<file path="src/hw/rtl/lru_block_tracker_top_defines.svh">
// assertion macros shared by the tracker modules
`ifndef LRU_BLOCK_TRACKER_TOP_DEFINES_SVH
`define LRU_BLOCK_TRACKER_TOP_DEFINES_SVH
`ifndef SYNTHESIS
`define LBT_ASSERT(lbl, clk, rst_n, prop, msg) \
    lbl: assert property (@(posedge clk) disable iff (!rst_n) prop) else $error(msg);
`define LBT_ASSERT_ALWAYS(lbl, clk, prop, msg) \
    lbl: assert property (@(posedge clk) prop) else $error(msg);
`else
`define LBT_ASSERT(lbl, clk, rst_n, prop, msg)
`define LBT_ASSERT_ALWAYS(lbl, clk, prop, msg)
`endif
`endif

</file>
<file path="src/hw/rtl/lbt_pkg.sv">
package lbt_pkg;

    localparam int BLOCKS = 1024;
    localparam int BLK_W  = $clog2(BLOCKS);
    localparam int CNT_W  = BLK_W + 1;

    localparam logic [CNT_W-1:0] CAP_RESET = CNT_W'(BLOCKS);

    typedef enum logic [2:0] {
        S_CLEAR,
        S_IDLE,
        S_EVAL,
        S_LINK,
        S_FILL,
        S_DONE
    } t_state;

    typedef struct packed {
        logic clr;
        logic accept;
        logic eval;
        logic link;
        logic fill;
        logic emit;
    } t_cmd;

    typedef struct packed {
        logic clr_last;
        logic hit;
        logic at_head;
        logic evict;
    } t_sts;

endpackage

</file>
<file path="src/hw/rtl/lbt_ctrl.sv">
`include "lru_block_tracker_top_defines.svh"

module lbt_ctrl (
    input  logic          i_clk,
    input  logic          i_rst_n,
    input  logic          i_in_valid,
    output logic          o_in_ready,
    output logic          o_out_valid,
    input  logic          i_out_ready,
    input  lbt_pkg::t_sts i_sts,
    output lbt_pkg::t_cmd o_cmd
);
    import lbt_pkg::*;

    t_state r_state;
    t_state n_state;
    logic   r_out_valid;
    t_cmd   cmd;

    always_ff @(posedge i_clk) begin
        if (!i_rst_n) begin
            r_state <= S_CLEAR;
        end else begin
            r_state <= n_state;
        end
    end

    always_comb begin
        cmd        = '0;
        n_state    = r_state;
        o_in_ready = 1'b0;
        case (r_state)
            S_CLEAR: begin
                cmd.clr = 1'b1;
                if (i_sts.clr_last) begin
                    n_state = S_IDLE;
                end
            end
            S_IDLE: begin
                o_in_ready = 1'b1;
                if (i_in_valid) begin
                    cmd.accept = 1'b1;
                    n_state    = S_EVAL;
                end
            end
            S_EVAL: begin
                cmd.eval = 1'b1;
                // a hit away from the head still has to be relinked at the head
                if (i_sts.hit && !i_sts.at_head) begin
                    n_state = S_LINK;
                end else if (i_sts.evict) begin
                    n_state = S_FILL;
                end else begin
                    n_state = S_DONE;
                end
            end
            S_LINK: begin
                cmd.link = 1'b1;
                n_state  = S_DONE;
            end
            S_FILL: begin
                cmd.fill = 1'b1;
                n_state  = S_DONE;
            end
            S_DONE: begin
                if (!r_out_valid || i_out_ready) begin
                    cmd.emit = 1'b1;
                    n_state  = S_IDLE;
                end
            end
            default: begin
                n_state = S_CLEAR;
            end
        endcase
    end

    always_ff @(posedge i_clk) begin
        if (!i_rst_n) begin
            r_out_valid <= 1'b0;
        end else if (cmd.emit) begin
            r_out_valid <= 1'b1;
        end else if (i_out_ready) begin
            r_out_valid <= 1'b0;
        end
    end

    assign o_out_valid = r_out_valid;
    assign o_cmd       = cmd;

    `LBT_ASSERT_ALWAYS(a_reset_clears, i_clk, !i_rst_n |=> r_state == S_CLEAR, "no clear pass after reset")
    `LBT_ASSERT(a_eval_after_accept, i_clk, i_rst_n, r_state == S_EVAL |-> $past(cmd.accept), "eval without transaction")
    `LBT_ASSERT(a_tail_work_after_eval, i_clk, i_rst_n, (r_state == S_LINK || r_state == S_FILL) |-> $past(r_state) == S_EVAL, "relink out of order")
    `LBT_ASSERT(a_emit_shows_result, i_clk, i_rst_n, cmd.emit |=> r_out_valid, "result lost after emit")

endmodule

</file>
<file path="config.mk">
export PLATFORM = sky130hd
export DESIGN_NAME = lbt_ctrl
export DESIGN_NICKNAME = d
export VERILOG_FILES = /design/src/hw/rtl/lbt_pkg.sv /design/src/hw/rtl/lbt_ctrl.sv
export VERILOG_INCLUDE_DIRS = /design/src /design/src/hw/rtl
export SDC_FILE = /design/constraint.sdc
export NUM_CORES = 1
export LEC_CHECK = 0
export ABC_AREA = 1
export ABC_CLOCK_PERIOD_IN_PS = 1280
export BUFFER_PORTS_ARGS = -buffer_cell sky130_fd_sc_hd__buf_4
export CAP_MARGIN = 40
export CORE_AREA = 2 2 39 41
export DETAILED_ROUTE_END_ITERATION = 7
export DIE_AREA = 0 0 41 43
export SYNTH_ARGS = -nofsm -noshare
export SYNTH_HDL_FRONTEND = slang
export SYNTH_SLANG_ARGS = --single-unit
</file>
<file path="constraint.sdc">
create_clock -name i_clk -period 1.28 [get_ports i_clk]
set_input_delay 0.256 -clock i_clk [delete_from_list [all_inputs] [get_ports i_clk]]
set_output_delay 0.256 -clock i_clk [all_outputs]
set_load 0.005 [all_outputs]
</file>
==> implementation parameters, run 1 <==
Parameter                              Value

GRT
  Overall overflow remaining after global route ... 0
  Wire length of the first global-routing pass ... 1350 um
  Largest net degree at the start of global routing ... 10
  Overall fraction of global-route tracks in use ... 10.9%
  Via count of the first global-routing pass ... 349
  Antenna violations before repair ... 0

Logic synthesis
  Proportion of synthesized chip area in sequential cells ... 26.6%
  Post-synth design cell area ... 302 sq um
  Gate count of the mapped netlist ... 49
  Synthesized Nets ... 57
  Warnings, synthesis ... 0
  Yosys reg bits ... 4
  Cell variety after synth ... 16
  Synth Area per Inst ... 6.15 sq um

CTS
  Clock latency at the later pin of the worst-skew pair ... 0.23 ns
  CTS buffer count ... 3
  Number of H-tree branching levels ... 1
  Cts hold-fix bufs ... 0
  TritonCTS Sinks ... 4
  Clock slew at the register clock pins of the worst setup and hold paths ... 0.04 ns
  Cell at the root of the clock tree ... sky130_fd_sc_hd__clkbuf_4
  Maximum count of clock buffers along a single path ... 2
  TritonCTS clock tree ... done

Critical path
  Kind of start point of the critical path ... register
  Critical path data required time ... 1.02 ns
  WS Path Type ... register to primary output
  Arrival time of data at the critical path endpoint ... 1.04 ns
  Capturing element type of the critical path ... primary output
  Largest fanout of any net on the critical path ... 5

Die
  Number of standard-cell rows in the floorplan ... 14
  Core area ... 1380 sq um
  Die Span Y ... 43 um
  Width of the die ... 41 um
  Full die area ... 1760 sq um
  Starting utilization of the core area ... 21.8%
  Count of pins on the block boundary ... 16

Place
  Final GP Congestion ... 0.741
  IO buf count ... 15
  Cell area reported after detailed placement ... 434 sq um
  Post-detailed-placement half-perimeter wirelength ... 542 um
  Dpl ws ... 0.147 ns

Timing
  Slew at the pin with the worst max-slew slack ... 0.226 ns
  Count of final hold-check violations ... 0
  Remaining max-slew budget at the tightest pin ... 84.9%
  Post-route clock skew ... 0.00196 ns
  Time the final worst path needs with I/O delays and setup ... 1.30 ns
  Final number of max-transition violations ... 0
  Total of endpoints with negative setup slack in the final report ... 3
  Upper clock frequency limit ... 772 MHz
  Post-route setup slack ... -0.0153 ns
  Portion of the clock cycle consumed by the worst path in the final layout ... 101%
  RSZ-0062 raised after global routing ... yes

Power
  Power per unit of standard cell area ... 1060 nW/um^2
  Highest ir drop seen on vdd ... 0.000341 V
  Static power due to leakage ... 0.000273 uW

Detailed routing
  Pre-Repair DR Iteration Count ... 2
  Post-Route WL ... 798 um
  Count of antenna-violating nets left after detailed routing ... 0
  Average routed wire per standard cell ... 8.97 um
  Starting DRT DRC Count ... 2
  DRC errors left ... 0
  Total via count in the routed design ... 368
  Vias per cell ... 4.13

Final layout
  Synthesis-to-layout area growth ... 78.4%
  Fill count ... 160
  Nets@finish ... 83
  Count of antenna diodes in the layout ... 0
  Utilization after layout ... 38.9%
  Final instance area ... 538 sq um
  Share of layout cells above drive strength 1 ... 58.9%

Run
  Count of maximum capacitance violations ... 0

Outcome
  Status ... complete, but fails checks
  Violated checks ... setup timing

Worst hold path
  Type of the tightest min-delay check ... primary input to register
-- final cells by class --
cell class	instances	area, sq um	area share [%]
well taps	16	20.0	3.72
clock buffers	3	22.5	4.19
repair buffers	22	165	30.7
inverters	11	46.3	8.60
flip-flops and latches	4	86.3	16.0
multi-input cells	33	198	36.7
-- metrics by stage --
stage	total power [uW]	TNS, ns	std cells	hold WS [ns]
floorplan	260	0	49	0.374
global placement	336	0	80	0.488
detailed placement	337	0	80	0.480
CTS	538	-0.0518	86	0.238
global route	611	-0.401	89	0.254
finish	569	-0.0251	89	0.242
-- logic make-up (layout without fill, tap and decap cells) --
logic type	Yosys count	count (layout)	synth area share, %
and+or+nand+nor	29	29	49.4
buffers and inverters	12	36	16.2
DFF	4	4	26.6
AOI/OAI and AO/OA	4	4	7.89
-- cells in the final DEF (no fill, tap or decap), drive strengths merged --
cell type / n
a31oi: 1
clkbuf: 3
dfxtp: 4
nor2: 12
o21a: 1
buf: 22
nor3: 3
inv: 11
nand2: 9
o21ai: 2
nand3: 4
nand3b: 1
-- final timing paths --
check,cells past startpoint,slack [ns],start,to
worst max register to register,7,0.13,r_state[0],r_state[0]
worst min-delay path,2,0.24,i_rst_n,o_out_valid
worst min register to register,4,0.59,o_out_valid,r_state[2]
worst max-delay path,5,-0.02,r_state[0],o_cmd[1]
-- power by group --
group | internal (uW) | total (uW) | switching, uW
registers | 139 | 161 | 22.0
logic | 137 | 252 | 115
clock network | 105 | 156 | 51.2
-- layer usage --
metal | up-vias | share of wire, % | global-route usage [%] | wire length, um
met3 | 0 | 7.3 | 5.24 | 58
met1 | 157 | 42 | 13.5 | 337
met2 | 12 | 51 | 16.9 | 403
met4 | 0 | 0 | 2.00 | 0
li1 | 199 | - | - | -
met5 | - | 0 | 0 | 0
-- worst max-delay path, cell delays in order, from the launching register on --
cell and delay [ns]:
sky130_fd_sc_hd__dfxtp_2 0.33, sky130_fd_sc_hd__buf_4 0.15, sky130_fd_sc_hd__nor2_4 0.12, sky130_fd_sc_hd__nand2_2 0.06, sky130_fd_sc_hd__inv_1 0.05, sky130_fd_sc_hd__buf_4 0.09
-- state kept, by name (all words and copies together), names as in the netlist --
register,cells
o_out_valid,1
r_state,3
-- Yosys cell counts --
cell type,count,area share [%]
sky130_fd_sc_hd__buf_4,1,2.5
sky130_fd_sc_hd__inv_2,3,3.7
sky130_fd_sc_hd__nand3_1,2,3.3
sky130_fd_sc_hd__nor2_4,1,3.7
sky130_fd_sc_hd__a31oi_1,1,2.1
sky130_fd_sc_hd__inv_1,8,10
sky130_fd_sc_hd__nor3_1,2,3.3
sky130_fd_sc_hd__nand2_1,9,11
sky130_fd_sc_hd__nor2_2,2,4.1
sky130_fd_sc_hd__nand3_2,2,6.6
sky130_fd_sc_hd__o21ai_0,2,3.3
sky130_fd_sc_hd__dfxtp_1,4,27
sky130_fd_sc_hd__nor3_2,1,3.3
sky130_fd_sc_hd__nor2_1,9,11
sky130_fd_sc_hd__nand3b_1,1,2.5
sky130_fd_sc_hd__o21a_1,1,2.5
-- timing repair --
action                                  in CTS  in global routing
endpoints found under the setup margin       6                  7
gates resized for setup                      9                  5
buffers inserted                             3                  3
pin swaps                                    1                  2
endpoints found under the hold margin        0                  0
Power figures use the tool's default switching activity.
==> run 2, diff against run 1 <==
--- a/config.mk
+++ b/config.mk
@@ -10,9 +10,12 @@
 export ABC_CLOCK_PERIOD_IN_PS = 1280
 export BUFFER_PORTS_ARGS = -buffer_cell sky130_fd_sc_hd__buf_4
 export CAP_MARGIN = 40
+export CELL_PAD_IN_SITES_DETAIL_PLACEMENT = 0
+export CELL_PAD_IN_SITES_GLOBAL_PLACEMENT = 1
 export CORE_AREA = 2 2 39 41
 export DETAILED_ROUTE_END_ITERATION = 7
 export DIE_AREA = 0 0 41 43
+export PLACE_DENSITY_LB_ADDON = 0.1
 export SYNTH_ARGS = -nofsm -noshare
 export SYNTH_HDL_FRONTEND = slang
 export SYNTH_SLANG_ARGS = --single-unit
==> run 2 against run 1 <==
Compared with the run above:
- the run still ends with setup timing left
- via count is 4.3% higher
- worst setup slack better by 0.015 ns
- clock skew barely moved
- combinational power down 4%
- fmax is 1.2% higher
- flip-flop and latch count stayed put
- sequential share of layout area decreased by 0.15 points
- power down 0.94%
- sequential power hardly changed
- die area unchanged
- critical path type unchanged
==> implementation parameters, run 2 (same netlist as run 1, synthesis figures left out) <==
Parameter                              Value

Timing
  Post-route clock skew ... 0.00195 ns
  Total of endpoints with negative setup slack in the final report ... 1
  Count of final hold-check violations ... 0
  Final hold slack ... 0.249 ns
  RSZ-0062 raised after global routing ... yes
  Final number of max-transition violations ... 0
  Upper clock frequency limit ... 781 MHz
  Portion of the clock cycle consumed by the worst path in the final layout ... 100%
  Slew at the pin with the worst max-slew slack ... 0.246 ns
  Time the final worst path needs with I/O delays and setup ... 1.28 ns
  Remaining max-slew budget at the tightest pin ... 83.6%
  Post-route setup slack ... -0.000381 ns

Final layout
  Utilization after layout ... 39.2%
  Most common cell after layout, fill and taps aside ... sky130_fd_sc_hd__buf_4
  Final instance area ... 543 sq um
  Most flop-heavy register ... r_state
  Max reg flops ... 3
  Commonest non-fill, non-tap cells in the layout ... sky130_fd_sc_hd__buf_4 (23), sky130_fd_sc_hd__nand2_1 (8), sky130_fd_sc_hd__inv_1 (7)
  Count of antenna diodes in the layout ... 0
  Number of standard cells in the layout, taps in and fillers out ... 90
  Synthesis-to-layout area growth ... 80.1%
  Nets@finish ... 84
  Share of layout cells above drive strength 1 ... 59.5%

GRT
  Overall fraction of global-route tracks in use ... 11.7%
  Largest net degree at the start of global routing ... 10
  Via count of the first global-routing pass ... 360
  Wire length of the first global-routing pass ... 1320 um
  Antenna violations before repair ... 0
  Overall overflow remaining after global route ... 0

Die
  Die Span Y ... 43 um
  Starting utilization of the core area ... 21.8%
  Count of pins on the block boundary ... 16
  Number of standard-cell rows in the floorplan ... 14
  Full die area ... 1760 sq um
  Width of the die ... 41 um
  Core area ... 1380 sq um

Critical path
  Largest fanout of any net on the critical path ... 4
  Slowest CP cell ... sky130_fd_sc_hd__dfxtp_4
  Max stage delay on crit path ... 0.37 ns
  Critical path data required time ... 1.02 ns
  Arrival time of data at the critical path endpoint ... 1.02 ns
  Capturing element type of the critical path ... primary output
  Kind of start point of the critical path ... register
  Cells along the critical path ... nor2_4 > nand2_1 > nor2_2 > buf_4
  WS Path Type ... register to primary output

Place
  IO buf count ... 15
  Cell area reported after detailed placement ... 434 sq um
  Post-detailed-placement half-perimeter wirelength ... 612 um
  Number of placed instances, taps included ... 80
  Final GP Congestion ... 0.693
  Dpl ws ... 0.114 ns

CTS
  Cell at the root of the clock tree ... sky130_fd_sc_hd__clkbuf_4
  Clock slew at the register clock pins of the worst setup and hold paths ... 0.04 ns
  Number of H-tree branching levels ... 1
  TritonCTS clock tree ... done
  Clock latency at the later pin of the worst-skew pair ... 0.24 ns
  Maximum count of clock buffers along a single path ... 2
  CTS buffer count ... 3
  TritonCTS Sinks ... 4

Power
  Sequential group share of total power ... 28.3%
  Static power due to leakage ... 0.000280 uW
  Combinational share of power ... 43.0%
  Internal power consumption ... 374 uW
  Relative contribution of the clock network to total power ... 28.7%
  Net Sw Frac ... 33.7%
  Highest ir drop seen on vdd ... 0.000447 V
  Power per unit of standard cell area ... 1040 nW/um^2
  Switching power of the nets ... 190 uW

Detailed routing
  Count of antenna-violating nets left after detailed routing ... 0
  Starting DRT DRC Count ... 1
  Post-Route WL ... 836 um
  DRC errors left ... 0
  Total via count in the routed design ... 384
  Pre-Repair DR Iteration Count ... 2
  Average routed wire per standard cell ... 9.29 um
  Vias per cell ... 4.27

Outcome
  Status ... complete, but fails checks
  Violated checks ... setup timing

Run
  Count of maximum capacitance violations ... 0

Worst hold path
  Type of the tightest min-delay check ... primary input to register
[run 2: cell count changes in the layout (fill, tap and decap cells not counted)]
cell and delta:
sky130_fd_sc_hd__buf_4 +1, sky130_fd_sc_hd__inv_4 -1, sky130_fd_sc_hd__inv_2 +1
[run 2: area by class of cell]
type / count / area [sq um]
Clock buffer: 3 / 22.5
Fill cell: 157 / 841
Inverter: 11 / 43.8
Multi-Input combinational cell: 33 / 198
Sequential cell: 4 / 86.3
Tap cell: 16 / 20.0
Timing Repair Buffer: 23 / 173
[run 2: metrics by stage]
stage	TNS, ns	power, uW
6_report	-0.000381	564
5_1_grt	-0.262	610
4_1_cts	-0.0866	543
3_5_place_dp	0	339
3_3_place_gp	0	344
2_1_floorplan	0	260
[run 2: per-layer routing]
layer / part of all wire, % / global-route usage (%)
met2: 52 / 16.3
met3: 4.8 / 4.71
met1: 40 / 13.1
met5: 0 / 0
met4: 3.5 / 10.0
[run 2: power by group through the flow]
stage / clock (uW) / sequential [uW] / combinational [uW]
after floorplan: 0 / 151 / 109
after global placement: 0 / 155 / 189
after detailed placement: 0 / 155 / 184
after CTS: 168 / 157 / 218
after global routing: 178 / 163 / 270
final: 162 / 160 / 242
[run 2: critical path: cells and delay by family (launching register included)]
kind	cells	cell delay [ns]
buffers and inverters	1	0.12
flip-flops	1	0.37
AND/OR/NAND/NOR	3	0.30
[run 2: worst paths after layout]
check              start          end  slack [ns]  depth (start not counted)
max           r_state[1]     o_cmd[0]     -0.0004                          4
min reg2reg  o_out_valid   r_state[2]        0.60                          4
min              i_rst_n  o_out_valid        0.25                          2
max reg2reg   r_state[2]   r_state[0]        0.12                          7
[run 2: timing repair]
item	in CTS	in global routing
setup buffers	5	2
setup endpoints to repair	6	7
hold buffers	0	0
gates resized for setup	7	6
pin swaps	3	4
